[config.mk]
export PLATFORM = sky130hd
export DESIGN_NAME = step_guider_position_and_calibration
export DESIGN_NICKNAME = d
export VERILOG_FILES = /design/src/rtl/sgpc_pkg.sv /design/src/rtl/sgpc_regs.sv /design/src/rtl/sgpc_core.sv /design/src/rtl/step_guider_position_and_calibration.sv
export VERILOG_INCLUDE_DIRS = /design/src /design/src/rtl
export SDC_FILE = /design/constraint.sdc
export NUM_CORES = 1
export LEC_CHECK = 0
export ABC_AREA = 1
export BUFFER_PORTS_ARGS = -buffer_cell sky130_fd_sc_hd__buf_2
export CAP_MARGIN = 5
export CORE_MARGIN = 2
export CORE_UTILIZATION = 45
export DETAILED_ROUTE_END_ITERATION = 6
export GPL_ROUTABILITY_DRIVEN = 0
export PLACE_DENSITY = 0.71
export SYNTH_ARGS = -nofsm -noshare
export SYNTH_HDL_FRONTEND = slang
export SYNTH_SLANG_ARGS = --single-unit
[constraint.sdc]
create_clock -name clk -period 5.9 [get_ports clk]
set_input_delay 1.77 -clock clk [delete_from_list [all_inputs] [get_ports clk]]
set_output_delay 1.77 -clock clk [all_outputs]
set_load 0.02 [all_outputs]
[src/rtl/step_guider_position_and_calibration_macros.svh]
// Assertion macros for the step guider RTL.
// Depends on nothing; included by modules that carry assertions.
`ifndef STEP_GUIDER_POSITION_AND_CALIBRATION_MACROS_SVH
`define STEP_GUIDER_POSITION_AND_CALIBRATION_MACROS_SVH

// same-cycle implication, disabled in reset
`define SGPC_ASSERT_NOW(label, clk, rst_n, ante, cons, msg) \
	label: assert property (@(posedge clk) disable iff (!(rst_n)) (ante) |-> (cons)) \
		else $error(msg);

// next-cycle implication, disabled in reset
`define SGPC_ASSERT_NXT(label, clk, rst_n, ante, cons, msg) \
	label: assert property (@(posedge clk) disable iff (!(rst_n)) (ante) |=> (cons)) \
		else $error(msg);

`endif

[src/rtl/sgpc_pkg.sv]
// Types, codes and reset constants of the step guider position/calibration block.
// Depends on nothing.
`default_nettype none

package sgpc_pkg;

	localparam int POS_BITS_DEFAULT = 13;
	localparam int POS_OUT_W        = 13;
	localparam int MAX_W            = 12;
	localparam int SPI_W            = 14;
	localparam int AMT_W            = 16;
	localparam int CNT_W            = 16;
	localparam int ADDR_W           = 5;
	localparam int DATA_W           = 32;

	localparam logic [SPI_W-1:0] SPI_RESET  = 14'd4;
	localparam logic [MAX_W-1:0] STEPS_SAT  = 12'hFFF;

	typedef enum logic [1:0] {
		OP_MOVE      = 2'd0,
		OP_CENTER    = 2'd1,
		OP_CAL_BEGIN = 2'd2,
		OP_CAL_UPD   = 2'd3
	} op_t;

	typedef enum logic [1:0] {
		DIR_NORTH = 2'd0,
		DIR_SOUTH = 2'd1,
		DIR_EAST  = 2'd2,
		DIR_WEST  = 2'd3
	} dir_t;

	typedef enum logic [1:0] {
		ST_OK      = 2'd0,
		ST_LIMIT   = 2'd1,
		ST_REFUSED = 2'd2
	} status_t;

	typedef enum logic [2:0] {
		PH_CLEAR    = 3'd0,
		PH_CORNER   = 3'd1,
		PH_WEST     = 3'd2,
		PH_NORTH    = 3'd3,
		PH_RECENTER = 3'd4
	} phase_t;

	typedef enum logic [2:0] {
		REG_GUIDING_EN = 3'd0,
		REG_DEV_CONN   = 3'd1,
		REG_SPI        = 3'd2,
		REG_MAX_NORTH  = 3'd3,
		REG_MAX_SOUTH  = 3'd4,
		REG_MAX_EAST   = 3'd5,
		REG_MAX_WEST   = 3'd6
	} reg_idx_t;

	typedef struct packed {
		logic             guiding_enabled;
		logic             device_connected;
		logic [SPI_W-1:0] steps_per_iteration;
		logic [MAX_W-1:0] max_north;
		logic [MAX_W-1:0] max_south;
		logic [MAX_W-1:0] max_east;
		logic [MAX_W-1:0] max_west;
	} cfg_t;

	typedef struct packed {
		op_t              operation;
		dir_t             direction;
		logic [AMT_W-1:0] amount;
		logic             normal_move;
		logic             secondary_ready;
		logic             position_valid;
	} req_t;

	typedef struct packed {
		status_t              status;
		logic [MAX_W-1:0]     steps_taken;
		logic [POS_OUT_W-1:0] x_position;
		logic [POS_OUT_W-1:0] y_position;
		logic                 move_north;
		logic                 move_south;
		logic                 move_east;
		logic                 move_west;
		logic                 calibrated;
		logic [1:0]           leg_finished;
		logic [CNT_W-1:0]     leg_iterations;
		logic                 offload_request;
	} rsp_t;

endpackage

`default_nettype wire

[src/rtl/sgpc_regs.sv]
// APB-style configuration register file of the step guider block.
// Depends on sgpc_pkg.
`default_nettype none

module sgpc_regs (
	input  wire logic                         clk,
	input  wire logic                         arst_n,
	input  wire logic                         psel,
	input  wire logic                         penable,
	input  wire logic                         pwrite,
	input  wire logic [sgpc_pkg::ADDR_W-1:0]  paddr,
	input  wire logic [sgpc_pkg::DATA_W-1:0]  pwdata,
	output logic      [sgpc_pkg::DATA_W-1:0]  prdata,
	output logic                              pready,
	output sgpc_pkg::cfg_t                    cfg
);
	import sgpc_pkg::*;

	cfg_t     cfg_q;
	reg_idx_t idx;
	logic     wr_en;

	assign idx    = reg_idx_t'(paddr[ADDR_W-1:2]);
	assign wr_en  = psel && penable && pwrite;
	assign pready = 1'b1;
	assign cfg    = cfg_q;

	always_ff @(posedge clk or negedge arst_n) begin
		if (!arst_n) begin
			cfg_q.guiding_enabled     <= 1'b1;
			cfg_q.device_connected    <= 1'b0;
			cfg_q.steps_per_iteration <= SPI_RESET;
			cfg_q.max_north           <= '0;
			cfg_q.max_south           <= '0;
			cfg_q.max_east            <= '0;
			cfg_q.max_west            <= '0;
		end else if (wr_en) begin
			case (idx)
				REG_GUIDING_EN: cfg_q.guiding_enabled     <= pwdata[0];
				REG_DEV_CONN:   cfg_q.device_connected    <= pwdata[0];
				REG_SPI:        cfg_q.steps_per_iteration <= pwdata[SPI_W-1:0];
				REG_MAX_NORTH:  cfg_q.max_north           <= pwdata[MAX_W-1:0];
				REG_MAX_SOUTH:  cfg_q.max_south           <= pwdata[MAX_W-1:0];
				REG_MAX_EAST:   cfg_q.max_east            <= pwdata[MAX_W-1:0];
				REG_MAX_WEST:   cfg_q.max_west            <= pwdata[MAX_W-1:0];
				default: ;
			endcase
		end
	end

	always_comb begin
		prdata = '0;
		case (idx)
			REG_GUIDING_EN: prdata = DATA_W'(cfg_q.guiding_enabled);
			REG_DEV_CONN:   prdata = DATA_W'(cfg_q.device_connected);
			REG_SPI:        prdata = DATA_W'(cfg_q.steps_per_iteration);
			REG_MAX_NORTH:  prdata = DATA_W'(cfg_q.max_north);
			REG_MAX_SOUTH:  prdata = DATA_W'(cfg_q.max_south);
			REG_MAX_EAST:   prdata = DATA_W'(cfg_q.max_east);
			REG_MAX_WEST:   prdata = DATA_W'(cfg_q.max_west);
			default:        prdata = '0;
		endcase
	end

endmodule

`default_nettype wire

[src/rtl/sgpc_core.sv]
// Position/calibration state and the single-pass logic that serves one request.
// Depends on sgpc_pkg.
`default_nettype none

module sgpc_core #(
	parameter int POS_BITS = sgpc_pkg::POS_BITS_DEFAULT
) (
	input  wire logic           clk,
	input  wire logic           arst_n,
	input  wire logic           adv,
	input  sgpc_pkg::req_t      req,
	input  sgpc_pkg::cfg_t      cfg,
	output sgpc_pkg::rsp_t      rsp
);
	import sgpc_pkg::*;

	// signed compare width: holds negated offsets, limits, thresholds and 4x position
	localparam int CW = ((POS_BITS > SPI_W) ? POS_BITS : SPI_W) + 4;

	logic [POS_BITS-1:0] x_q, y_q, x_n, y_n;
	phase_t              phase_q, phase_n;
	logic [CNT_W-1:0]    count_q, count_n;
	logic                done_q, done_n;

	function automatic logic signed [CW-1:0] sx(input logic [POS_BITS-1:0] v);
		sx = signed'({{(CW-POS_BITS){v[POS_BITS-1]}}, v});
	endfunction

	function automatic logic signed [CW-1:0] ux(input logic [SPI_W-1:0] v);
		ux = signed'(CW'(v));
	endfunction

	function automatic logic signed [CW-1:0] pos_of(input dir_t d,
		input logic [POS_BITS-1:0] x, input logic [POS_BITS-1:0] y);
		unique case (d)
			DIR_NORTH: pos_of = sx(y);
			DIR_SOUTH: pos_of = -sx(y);
			DIR_EAST:  pos_of = sx(x);
			DIR_WEST:  pos_of = -sx(x);
			default:   pos_of = '0;
		endcase
	endfunction

	function automatic logic signed [CW-1:0] max_of(input dir_t d, input cfg_t c);
		unique case (d)
			DIR_NORTH: max_of = ux(SPI_W'(c.max_north));
			DIR_SOUTH: max_of = ux(SPI_W'(c.max_south));
			DIR_EAST:  max_of = ux(SPI_W'(c.max_east));
			DIR_WEST:  max_of = ux(SPI_W'(c.max_west));
			default:   max_of = '0;
		endcase
	endfunction

	logic [MAX_W:0]        rnd;
	logic [MAX_W-1:0]      steps;
	logic signed [CW-1:0]  spi, pos_d, max_d;
	logic                  hit, s_ok, e_ok, w_ok, n_ok, rc_e, rc_s;

	assign rnd   = (MAX_W+1)'((17'(req.amount) + 17'd8) >> 4);
	assign steps = rnd[MAX_W] ? STEPS_SAT : rnd[MAX_W-1:0];
	assign spi   = ux((cfg.steps_per_iteration == '0) ? SPI_RESET : cfg.steps_per_iteration);
	assign pos_d = pos_of(req.direction, x_q, y_q);
	assign max_d = max_of(req.direction, cfg);
	assign hit   = (pos_d + ux(SPI_W'(steps))) >= max_d;

	assign s_ok = (max_of(DIR_SOUTH, cfg) - pos_of(DIR_SOUTH, x_q, y_q)) >= spi;
	assign e_ok = (max_of(DIR_EAST, cfg) - pos_of(DIR_EAST, x_q, y_q)) >= spi;
	assign w_ok = (max_of(DIR_WEST, cfg) - pos_of(DIR_WEST, x_q, y_q)) >= spi;
	assign n_ok = (max_of(DIR_NORTH, cfg) - pos_of(DIR_NORTH, x_q, y_q)) >= spi;
	assign rc_e = pos_of(DIR_WEST, x_q, y_q) >= spi;
	assign rc_s = pos_of(DIR_NORTH, x_q, y_q) >= spi;

	always_comb begin
		logic held;
		held    = 1'b0;
		x_n     = x_q;
		y_n     = y_q;
		phase_n = phase_q;
		count_n = count_q;
		done_n  = done_q;
		rsp     = '0;
		unique case (req.operation)
			OP_MOVE: begin
				if (cfg.guiding_enabled && steps != '0) begin
					if (hit) begin
						rsp.status = ST_LIMIT;
					end else begin
						rsp.steps_taken = steps;
						unique case (req.direction)
							DIR_NORTH: y_n = y_q + POS_BITS'(steps);
							DIR_SOUTH: y_n = y_q - POS_BITS'(steps);
							DIR_EAST:  x_n = x_q + POS_BITS'(steps);
							DIR_WEST:  x_n = x_q - POS_BITS'(steps);
							default: ;
						endcase
					end
				end
			end
			OP_CENTER: begin
				x_n = '0;
				y_n = '0;
			end
			OP_CAL_BEGIN: begin
				if (!cfg.device_connected || !req.position_valid) begin
					rsp.status = ST_REFUSED;
				end else begin
					phase_n = PH_CORNER;
					count_n = '0;
					done_n  = 1'b0;
				end
			end
			OP_CAL_UPD: begin
				if (phase_q == PH_CORNER || phase_q == PH_WEST || phase_q == PH_NORTH ||
					phase_q == PH_RECENTER) begin
					if (phase_n == PH_CORNER) begin
						if (s_ok || e_ok) begin
							rsp.move_south = s_ok;
							rsp.move_east  = e_ok;
							held = 1'b1;
						end else begin
							phase_n = PH_WEST;
							count_n = '0;
						end
					end
					if (!held && phase_n == PH_WEST) begin
						if (w_ok) begin
							count_n = count_n + 1'b1;
							rsp.move_west = 1'b1;
							held = 1'b1;
						end else begin
							rsp.leg_finished[0] = 1'b1;
							rsp.leg_iterations  = count_n;
							count_n = '0;
							phase_n = PH_NORTH;
						end
					end
					if (!held && phase_n == PH_NORTH) begin
						if (n_ok) begin
							count_n = count_n + 1'b1;
							rsp.move_north = 1'b1;
							held = 1'b1;
						end else begin
							rsp.leg_finished[1] = 1'b1;
							rsp.leg_iterations  = count_n;
							count_n = '0;
							phase_n = PH_RECENTER;
						end
					end
					if (!held && phase_n == PH_RECENTER) begin
						rsp.move_east  = rc_e;
						rsp.move_south = rc_s;
					end
					if (!rsp.move_north && !rsp.move_south && !rsp.move_east &&
						!rsp.move_west) begin
						done_n = 1'b1;
					end
				end
			end
			default: ;
		endcase
		// offload test: pos > (75*max)/100  <=>  4*pos > 3*max for integer pos
		if (req.operation == OP_MOVE && req.normal_move && req.secondary_ready &&
			((pos_of(req.direction, x_n, y_n) <<< 2) > (max_d + (max_d <<< 1)))) begin
			rsp.offload_request = 1'b1;
		end
		rsp.x_position = POS_OUT_W'(x_n);
		rsp.y_position = POS_OUT_W'(y_n);
		rsp.calibrated = done_n;
	end

	always_ff @(posedge clk or negedge arst_n) begin
		if (!arst_n) begin
			x_q     <= '0;
			y_q     <= '0;
			phase_q <= PH_CLEAR;
			count_q <= '0;
			done_q  <= 1'b0;
		end else if (adv) begin
			x_q     <= x_n;
			y_q     <= y_n;
			phase_q <= phase_n;
			count_q <= count_n;
			done_q  <= done_n;
		end
	end

endmodule

`default_nettype wire

[src/rtl/step_guider_position_and_calibration.sv]
// Top level of the step guider position tracker and calibration sequencer.
// Depends on sgpc_pkg, sgpc_regs, sgpc_core and the assertion macro header.
//
//   channel  | handshake                    | payload
//   ---------+------------------------------+-------------------------------------------
//   request  | in_valid / in_stall          | operation direction amount normal_move ...
//   result   | out_valid / out_stall        | status steps_taken x/y_position move_* ...
//   config   | psel penable pwrite pready   | paddr pwdata prdata
//
// One request per cycle while the result is not stalled; a request passes
// through the input register, then the result register. State updates as a
// request leaves the input register. Reset clears positions, calibration state
// and the pipe. A stalled result holds; the input register keeps taking
// requests until it is also full, then in_stall rises.
`default_nettype none
`include "step_guider_position_and_calibration_macros.svh"

module step_guider_position_and_calibration #(
	parameter int POS_BITS = sgpc_pkg::POS_BITS_DEFAULT
) (
	input  wire logic                            clk,
	input  wire logic                            arst_n,
	input  wire logic                            psel,
	input  wire logic                            penable,
	input  wire logic                            pwrite,
	input  wire logic [sgpc_pkg::ADDR_W-1:0]     paddr,
	input  wire logic [sgpc_pkg::DATA_W-1:0]     pwdata,
	output logic      [sgpc_pkg::DATA_W-1:0]     prdata,
	output logic                                 pready,
	input  wire logic                            in_valid,
	output logic                                 in_stall,
	input  wire logic [1:0]                      operation,
	input  wire logic [1:0]                      direction,
	input  wire logic [sgpc_pkg::AMT_W-1:0]      amount,
	input  wire logic                            normal_move,
	input  wire logic                            secondary_ready,
	input  wire logic                            position_valid,
	output logic                                 out_valid,
	input  wire logic                            out_stall,
	output logic      [1:0]                      status,
	output logic      [sgpc_pkg::MAX_W-1:0]      steps_taken,
	output logic      [sgpc_pkg::POS_OUT_W-1:0]  x_position,
	output logic      [sgpc_pkg::POS_OUT_W-1:0]  y_position,
	output logic                                 move_north,
	output logic                                 move_south,
	output logic                                 move_east,
	output logic                                 move_west,
	output logic                                 calibrated,
	output logic      [1:0]                      leg_finished,
	output logic      [sgpc_pkg::CNT_W-1:0]      leg_iterations,
	output logic                                 offload_request
);
	import sgpc_pkg::*;

	cfg_t cfg;
	req_t req_s1;
	logic vld_s1;
	rsp_t rsp_c, rsp_s2;
	logic vld_s2;
	logic adv, acc;

	assign adv      = vld_s1 && (!vld_s2 || !out_stall);
	assign in_stall = vld_s1 && !adv;
	assign acc      = in_valid && !in_stall;

	sgpc_regs u_regs (
		.clk     (clk),
		.arst_n  (arst_n),
		.psel    (psel),
		.penable (penable),
		.pwrite  (pwrite),
		.paddr   (paddr),
		.pwdata  (pwdata),
		.prdata  (prdata),
		.pready  (pready),
		.cfg     (cfg)
	);

	sgpc_core #(.POS_BITS(POS_BITS)) u_core (
		.clk    (clk),
		.arst_n (arst_n),
		.adv    (adv),
		.req    (req_s1),
		.cfg    (cfg),
		.rsp    (rsp_c)
	);

	always_ff @(posedge clk or negedge arst_n) begin
		if (!arst_n) begin
			vld_s1 <= 1'b0;
			vld_s2 <= 1'b0;
		end else begin
			vld_s1 <= acc || (vld_s1 && !adv);
			vld_s2 <= adv || (vld_s2 && out_stall);
		end
	end

	always_ff @(posedge clk) begin
		if (acc) begin
			req_s1.operation       <= op_t'(operation);
			req_s1.direction       <= dir_t'(direction);
			req_s1.amount          <= amount;
			req_s1.normal_move     <= normal_move;
			req_s1.secondary_ready <= secondary_ready;
			req_s1.position_valid  <= position_valid;
		end
		if (adv) begin
			rsp_s2 <= rsp_c;
		end
	end

	assign out_valid       = vld_s2;
	assign status          = rsp_s2.status;
	assign steps_taken     = rsp_s2.steps_taken;
	assign x_position      = rsp_s2.x_position;
	assign y_position      = rsp_s2.y_position;
	assign move_north      = rsp_s2.move_north;
	assign move_south      = rsp_s2.move_south;
	assign move_east       = rsp_s2.move_east;
	assign move_west       = rsp_s2.move_west;
	assign calibrated      = rsp_s2.calibrated;
	assign leg_finished    = rsp_s2.leg_finished;
	assign leg_iterations  = rsp_s2.leg_iterations;
	assign offload_request = rsp_s2.offload_request;

	`SGPC_ASSERT_NOW(a_stall_only_when_full, clk, arst_n, in_stall, vld_s1 && vld_s2 && out_stall, "input stalled while pipe can drain")
	`SGPC_ASSERT_NXT(a_empty_out_fills, clk, arst_n, vld_s1 && !vld_s2, vld_s2, "request did not reach result register")
	`SGPC_ASSERT_NOW(a_limit_no_steps, clk, arst_n, vld_s2 && rsp_s2.status == ST_LIMIT, rsp_s2.steps_taken == '0, "refused move reports steps")
	`SGPC_ASSERT_NOW(a_west_alone, clk, arst_n, vld_s2 && rsp_s2.move_west, !rsp_s2.move_north && !rsp_s2.move_south && !rsp_s2.move_east, "west leg raised another flag")

endmodule

`default_nettype wire
# Yosys cells after proc, flatten, opt, wreduce, memory -nomap -nowiden
# Index checks and enable logic that the tools add are counted.
# op_classes
addsub	17
mul	0
n_div	0
order_cmp	8
n_eq_ne	21
shifts	0
muxes	82
n_bitwise	2
n_reduce_logical	55
# op_table
cell	n
two-way mux 16 bit	15
case mux 18 bit (4 select lines)	2
case mux 13 bit (2 select lines)	4
case mux 14 bit (7 select lines)	1
>= comparator 18 x 15 -> 1 bit	5
case mux 16 bit (4 select lines)	1
two-way mux 13 bit	4
two-way mux 3 bit	14
negation 13 -> 18 bit	2
subtractor 13 x 18 -> 18 bit	2
adder 16 x 1 -> 16 bit, second input constant	2
negation 13 -> 16 bit	2
case mux 16 bit (2 select lines)	1
two-way mux 14 bit	2
subtractor 13 x 13 -> 14 bit	2
adder 13 x 12 -> 13 bit	2
two-way mux 1 bit	26
subtractor 13 x 12 -> 13 bit	2
two-way mux 12 bit	2
adder 18 x 13 -> 18 bit	1
adder 18 bit	1
== test 3 x 2 -> 1 bit, second input constant	6
>= comparator 18 bit	1
greater-than comparator 18 bit	1
26 further kinds	84
# word_totals
reg_bits	199
latch_bits	0
mem_bits_rw	0
mem_bits_ro	0
input_bits	67
output_inout_bits	99
word_cells	218
mem_count	0

# Logic depth before layout (Yosys ltp)
# Gate-level depths: netlist (run 1).
# depth
depth_word	30
depth_mapped	54
mapped_depth_nobuf	53

# Cells and area by module
# From an unflattened synthesis (run 1), not the netlist that was laid out.
# hier_totals
cells_unflattened	2793
area_unflattened_um2	19922.9
# modules_own_cells
module	n_inst	cells_per_inst	area_each_um2
sgpc_core	1	2248	13867.0
sgpc_regs	1	446	3348.2
step_guider_position_and_calibration	1	99	2707.6

# Worst setup path before layout (run 1)
# No wires, ideal clock.
# synth_timing
kind	flip-flop to flip-flop
startpoint	reg req_s1[20] (netlist bit)
endpoint	reg rsp_s2 (netlist bit offload_request) (data pin)
setup_ns	0.251
t_arrival_ns	5.919
required_ns	5.649
path_slack_ns	-0.269
path_stages_with_launch	50
n_path_buf	5
synth_period_minus_slack_ns	6.169
path_cell_list	edfxtp_1 > inv_2 > buf_2 > clkbuf_1 > clkbuf_1 > o21ai_0 > o221ai_1 > o21ai_0 > inv_1 > ha_1 > a21oi_1 > nand2_1 > a21oi_1 > nor2_1 > nor2_1 > xnor2_1 > ha_1 > nand2_1 > [14 not listed] > inv_2 > ha_1 > nand2_1 > nor2_1 > nand2_1 > nand2_1 > a21oi_1 > o21ai_0 > o21ai_0 > inv_1 > ha_1 > nand4_1 > nor2_1 > nand3_1 > o21ai_0 > nand3_1 > nand2_1 > nor2_1
# synth_rtl
element	line	text
from (decl)	step_guider_position_and_calibration.sv:56	req_t req_s1;
to (signal assigned)	step_guider_position_and_calibration.sv:108	rsp_s2 <= rsp_c;
to (decl)	step_guider_position_and_calibration.sv:58	rsp_t rsp_c, rsp_s2;

==> results of run 1 <==
==> timing repair <==
| action | in CTS | in global routing |
|---|---|---|
| resized for setup | 86 | 188 |
| endpoints found under the setup margin | 7 | 36 |
| pin swaps | 67 | 109 |
| gates cloned | 0 | 0 |
| setup buffers | 28 | 33 |
==> worst min-delay path, stage by stage, from the launching register on <==
cell     delay (ns)
dfrtp_1        0.35
nand2_1        0.06
nand2_1        0.06
==> worst max-delay path by stage <==
stage               slack, ns               to
floorplan              0.0007  offload_request
global placement        -0.99  offload_request
detailed placement      -1.12  offload_request
CTS                     -0.66  offload_request
global route            -1.26  offload_request
finish                  -0.95  offload_request
==> area by class of cell <==
type,instances,share of cell area
inverter,385,0.0571
antenna,1,0.0000981
sequential,196,0.209
tap,546,0.0268
timing repair buffer,578,0.160
clock buffer,17,0.0167
clock inverter,15,0.00672
multi-input combinational,2039,0.524
==> kinds of logic after synthesis <==
| logic type | count (synthesis) |
|---|---|
| AOI/OAI and AO/OA | 556 |
| and+or+nand+nor | 1134 |
| adders and majority gates | 221 |
| xor gates and xnor gates | 109 |
| DFF | 196 |
| buffers and inverters | 470 |
| other | 2 |
==> power by group through the flow <==
| stage | Clock, µW | Combinational [µW] | Sequential (µW) |
|---|---|---|---|
| 6_report | 1220 | 9310 | 1900 |
| 5_1_grt | 1290 | 10200 | 1910 |
| 4_1_cts | 1240 | 8230 | 1870 |
| 3_5_place_dp | 0 | 7920 | 1900 |
| 3_3_place_gp | 0 | 7630 | 1900 |
| 2_1_floorplan | 0 | 5190 | 1920 |
==> sequential cells by signal (all words and copies together) (netlist names), 2 cells and up <==
name	count
u_regs.cfg	64
req_s1	20
steps_taken	12
status	2
y_position	13
u_core.y_q	13
u_core.x_q	13
x_position	13
u_core.phase_q	3
u_core.count_q	16
leg_iterations	16
leg_finished	2
==> metal layers <==
layer | routed length, µm | global-route usage
met1 | 28800 | 0.412
met2 | 31800 | 0.492
met3 | 7920 | 0.0601
met4 | 4320 | 0.170
met5 | 0 | 0
==> cell usage in the layout (no fill, tap or decap), types with 30 or more instances in the layout <==
cell / count
nand2_2: 67
xor2_1: 82
inv_1: 333
nand2_1: 528
nand3_2: 30
nor2_1: 181
inv_2: 47
edfxtp_1: 84
dfrtp_1: 106
nand4_1: 57
buf_4: 444
nand3_1: 121
a21oi_1: 132
o21ai_0: 222
ha_1: 189
buf_2: 122
==> metrics by stage <==
step	hold WS [ns]	instances	setup slack (ns)	cell area [µm²]	total power, µW
final	0.497	3777	-0.951	25500	12400
after global routing	0.516	3777	-1.26	25500	13400
after CTS	0.497	3743	-0.663	24400	11400
after detailed placement	0.475	3684	-1.12	23300	9820
after global placement	0.468	3684	-0.994	23300	9520
after floorplan	0.449	2705	0.000735	19600	7110
==> summary by stage, run 1 <==
Run status
The run finished, with violations left. The checks that failed: negative setup slack.

Yosys
The part of the Yosys area used for sequential elements is 0.275. The share of synthesized registers carrying an async set or reset is 0.571. The number of distinct standard cells referenced by the synthesized netlist is 68.

The area fraction in compound gates after synthesis came to 0.163. After synthesis the netlist holds a flip-flop and latch count of 196. Measured against the total synthesized area, the mux share comes to 0.

The flip-flop cell with the highest count after synthesis is dfrtp_1. The number of enable flip-flop cells after synthesis is 84. The post-synthesis share of cell area spent on xor and xnor gates is 0.0496.

After synthesis, the cell types taking the most area are dfrtp_1, ha_1, edfxtp_1. The share of the synthesized area in the top cell type is 0.142. The number of synthesis warnings is 0. The simple-gate share of the synthesized area is 0.268.

The summed instance area of the synthesized netlist is 19400 µm². The fraction of the mapped netlist area in adder cells is 0.146. By instance count, the leading cell after synthesis is nand2_1. The cell type with the largest total area after synthesis is dfrtp_1. The synthesized instance count is 2688. The average instance in the mapped netlist occupies 7.22 µm². Sorting the synthesized cells by how often they occur yields nand2_1, inv_1, o21ai_0.

By area, the combinational part of the netlist is dominated by simple AND/OR/NAND/NOR gates.

Clocking
The clock-pin slew on the worst setup and hold paths is 0.09 ns. The CTS buffer count is 17. The maximum clock insertion buffer count is 2. The H-tree depth is 4. The CTS root buffer is clkbuf_16. The worst-skew pair later-pin latency is 0.52 ns.

TritonCTS built the clock tree. The clock net in this run drives a total of 196 sinks. Buffers inserted to repair hold after CTS numbered 0.

Worst setup path
The endpoint identified for the worst register-to-register timing path is offload_request. The startpoint of the worst setup timing path is u_core.y_q[1]. STA classifies the critical path startpoint as a flop. The worst setup path is of the flop to flop kind. The worst-path maximum fanout is 6.

STA classifies the critical path endpoint as a flop. For the worst flop-to-flop path, the logic depth is 53. The data arrival time of the critical path is 7.12 ns. The startpoint identified for the worst register-to-register timing path is u_core.y_q[1]. The highest-delay cell along the critical path is dfrtp_1. The buffers plus inverters on the worst setup path is 7. Broken down by cell family, the worst path's largest delay share belongs to simple AND/OR/NAND/NOR gates. The depth of the critical timing path with buffers and inverters included is 53. The worst setup slack for register-to-register paths is -0.95 ns. At the worst endpoint, the required time is 6.17 ns. The cell that appears most often on the critical path is nand2_2. The delay of the slowest critical-path stage is 0.41 ns.

Power and ir drop
Cell internal power was estimated by the tool at 6040 µW. Of the total power, the share spent switching nets is 0.515. The net switching power figure is 6400 µW. In this run the power density over the cells is 487 nW/µm². The share of total power dissipated in combinational logic is 0.749. The clock network fraction of total power is 0.098.

The worst ir drop on vdd is 0.000397 V. Of the total power, registers draw 0.153. The leakage dissipation is 0.0128 µW.

Finish
The footprint of the multi-input gates is 13400 µm². The share of cells above drive strength 1 is 0.293. At the end of the flow, the number of nets in the layout was 3505. The number of fill cells in the layout is 3648. Once layout is complete, the utilization of the core stands at 0.596. Relative to the synthesized area, the layout overhead comes to 31.6%. The area used by sequential logic in the layout is 5330 µm².

Floorplan
After floorplanning, the core was divided into 76 placement rows. The full die area is 44800 µm². After floorplanning, the core was sized to cover 42800 µm². The initial utilization of the core area, before any placement, comes to 0.453. The die is 212 µm tall. During I/O placement, the number of pins put on the boundary was 166.

The die is 212 µm wide.

Detailed routing
The detailed router finished its first iteration with 2424 violations. The first TritonRoute pass finished after 7 iterations. In the routed design, unresolved DRC markers number 0. The detailed-route via count is 21900.

The via density per instance is 5.79. After detailed routing, the average wire length per cell comes to 19.3 µm. The wire length after detailed routing is 72.8 mm.

Once detail routing completed, the nets flagged for antenna violations numbered 0.

STA
The final setup slack of the worst path is -0.951 ns. The final hold violation count is 0. The worst pin sits at a relative slew slack of 0.370. The period utilization is 1.16.

Summed over all failing endpoints, the final setup total negative slack is -0.951 ns. Setup violations remaining at the end of the flow were counted as 1. The highest attainable clock frequency is 0.146 GHz.

The final critical delay including setup and external delays is 6.85 ns. The number of slew-limit violations in the final report came to 0. Setup repair after global routing could not meet its margin everywhere.

The worst setup skew after layout is 0.0185 ns. The slew at the pin closest to its max-slew limit is 0.932 ns.

Min path
The path with the worst hold slack has its endpoint at u_core.count_q[15]. The cell count of the worst hold path is 2. The hold path startpoint is u_core.count_q[15].

The class of the tightest hold or removal check is flop to flop.

Job
Max-cap violations in this run came to 0.

Global routing
For this run, the total global-route usage over all layers was measured as 0.315. The total overflow left after global routing is 0. The number of antenna violations at the first check in global routing is 1. The number of global-route vias before repair was 20500. The first global-routing pass estimated 108 mm of wire.

The largest net degree at the start of global routing is 74.

Placement
The placed wire-length estimate is 55.8 mm. The count of buffers from port buffering is 123.
No activity file was read; power rests on OpenSTA's default activity.
==> inputs of run 2 (changes only) <==
- PLACE_DENSITY: 0.71 -> 0.69
- clock period: 5.9 -> 8.3 ns (I/O delays scaled with it)
==> run 2 against run 1 <==
  * Final area decreased by 17%
  * Largest power group unchanged
  * Via count decreased by 11%
  * Register-to-register slack gained 1.6 ns
  * The flow now finishes without violations
==> summary by stage, run 2 (synthesized netlist as in run 1, its figures left out) <==
Floorplan
Pin placement for this block handled 166 I/O pins. The horizontal extent of the die is 212 µm. After floorplanning, the core was sized to cover 42800 µm². The full die area is 44800 µm².

The number of rows in the core area is 76. For this configuration, the core starts out at a cell density of 0.453. The die is 212 µm tall.

STA
The slew at the pin closest to its max-slew limit is 1.05 ns. The final hold violation count is 0. Measured against its own limit, the worst slew margin works out to 0.297.

The worst path meets setup with 0.620 ns of slack. Setup total negative slack on the finished layout was measured at 0 ns. The period utilization is 0.925.

Across the routed clock network, the largest skew measured is 0.0164 ns. Setup repair after global routing left no endpoint under its margin. The highest attainable clock frequency is 0.130 GHz. The number of slew-limit violations in the final report is 0. The count of final setup violators is 0.

After layout, the minimum clock period comes to 7.68 ns.

Power and ir drop
Dividing total power by cell area gives a power density of 347 nW/µm². The clock network fraction of total power is 0.130. The net switching power figure is 3990 µW. Of the total power, combinational logic draws 0.682. The proportion of power drawn by flip-flops and latches is 0.188.

The leakage dissipation is 0.0106 µW. Of the total power, the share spent switching nets is 0.539. The internal power of the cells totals 3400 µW.

The total design power is 7390 µW. The worst ir drop on vdd is 0.000284 V.

Placement
Detailed placement finished with a half-perimeter wire length of 51.4 mm. The count of buffers from port buffering is 123. Prior to clock tree synthesis, the placed netlist has a worst setup slack of 0.565 ns.

Job
The number of max-cap violations is 0.

Worst setup path
Data arrives at the worst endpoint at 7.95 ns. The data required time of the worst path is 8.57 ns. The most numerous cell type found on the critical path is nand2_1. The path type of the worst setup path is flop to flop.

For this design, the slowest cell found on the critical path is dfrtp_1. The delay of the slowest critical-path stage is 0.41 ns. The buffers plus inverters on the worst setup path is 8. The worst setup path is captured at a flop. The gate family responsible for the most delay along the worst path is simple AND/OR/NAND/NOR gates.

STA classifies the critical path startpoint as a flop. The worst-path maximum fanout is 14.

Clocking
At the later pin of the worst-skew pair, clock insertion delay measures 0.52 ns. The clock-pin slew on the worst setup and hold paths is 0.09 ns. Buffers inserted to repair hold after CTS numbered 0. TritonCTS built the clock tree. In this run the clock root is driven by a clkbuf_16.

The CTS buffer count is 17. Counting every sink on the clock net gives 196. The maximum clock insertion buffer count is 2.

The H-tree was split into 4 levels.

Finish
The number of antenna diodes in the final layout is 0. In the layout the commonest cells are nand2_1, inv_1, o21ai_0. From synthesis to final layout, the design area changed by 9.73%. For this run, the post-layout net count is 3092. The share of cells above drive strength 1 is 0.119. The number of flip-flops in the largest register is 64. Measured on the finished design, the core utilization comes to 0.497. Leaving out fill and tap cells, the most frequent cell in the layout is nand2_1.

Global routing
The global-route usage over all layers is 0.294. The number of global-route vias before repair is 18200. The number of antenna violations at the first check in global routing is 0. The leftover overflow at the end of global routing is 0. Entering global routing, the biggest net connects 77 pins. The global-route wire length before repair is 101 mm.

Detailed routing
In this run the remaining antenna-violating nets after routing total 0. The detailed-route via count is 19600. Using the TritonRoute via totals, the vias-per-cell ratio works out to 5.81.

After the first detailed-routing iteration, the DRC count stood at 2211. The number of optimization iterations in the first detailed-route pass is 6. After detailed routing, the total wire length is 65.0 mm. The final routed wire length divided by cell count is 19.3 µm. The number of remaining DRC errors is 0.

Run status
The run finished with clean final reports.

Min path
The class of the tightest hold or removal check is flop to flop.
-- run 2: tightest hold or removal path: stages (launching register included) --
cell	delay, ns
dfrtp_1	0.35
nand2_1	0.06
nand2_1	0.05
-- run 2: per-layer routing --
layer	part of all wire	GRT usage
met1	0.42	0.397
met2	0.42	0.438
met3	0.11	0.0762
met4	0.045	0.141
met5	0	0
-- run 2: final cells by class --
class	instances	area, µm²
Sequential cell	196	5330
Fill cell	4205	21500
Tap cell	546	683
Inverter	385	1450
Multi-Input combinational cell	2039	12200
Timing Repair Buffer	165	933
Clock inverter	15	235
Clock buffer	17	425
-- run 2: power by group through the flow --
stage,sequential (µW),combinational (µW),clock (µW)
3_3_place_gp,1390,4720,0
3_5_place_dp,1390,4900,0
6_report,1390,5040,959
2_1_floorplan,1360,3670,0
4_1_cts,1370,4940,975
5_1_grt,1400,5650,1000
-- run 2: final timing paths --
path,startpoint,endpoint,slack (ns),cells after the start
max,u_core.y_q[0],offload_request,0.62,51
min,u_core.count_q[15],u_core.count_q[15],0.49,2
min in group asynchronous,arst_n,out_valid,1.95,1
min reg2reg,u_core.count_q[15],u_core.count_q[15],0.49,2
max in group asynchronous,arst_n,u_regs.cfg[25],4.87,2
max reg2reg,u_core.y_q[0],offload_request,0.62,51
-- run 2: per-stage QoR --
step                instance area [µm²]  std cells  hold WS (ns)
floorplan                         19500       2705         0.449
global placement                  20600       3331         0.462
detailed placement                20600       3331         0.466
CTS                               21300       3363         0.489
global route                      21300       3363         0.515
finish                            21300       3363         0.489
-- run 2: what timing repair did --
| action | in CTS | in global routing |
|---|---|---|
| gates resized for setup | 0 | 6 |
| endpoints found under the setup margin | 0 | 1 |
| setup buffers | 0 | 0 |
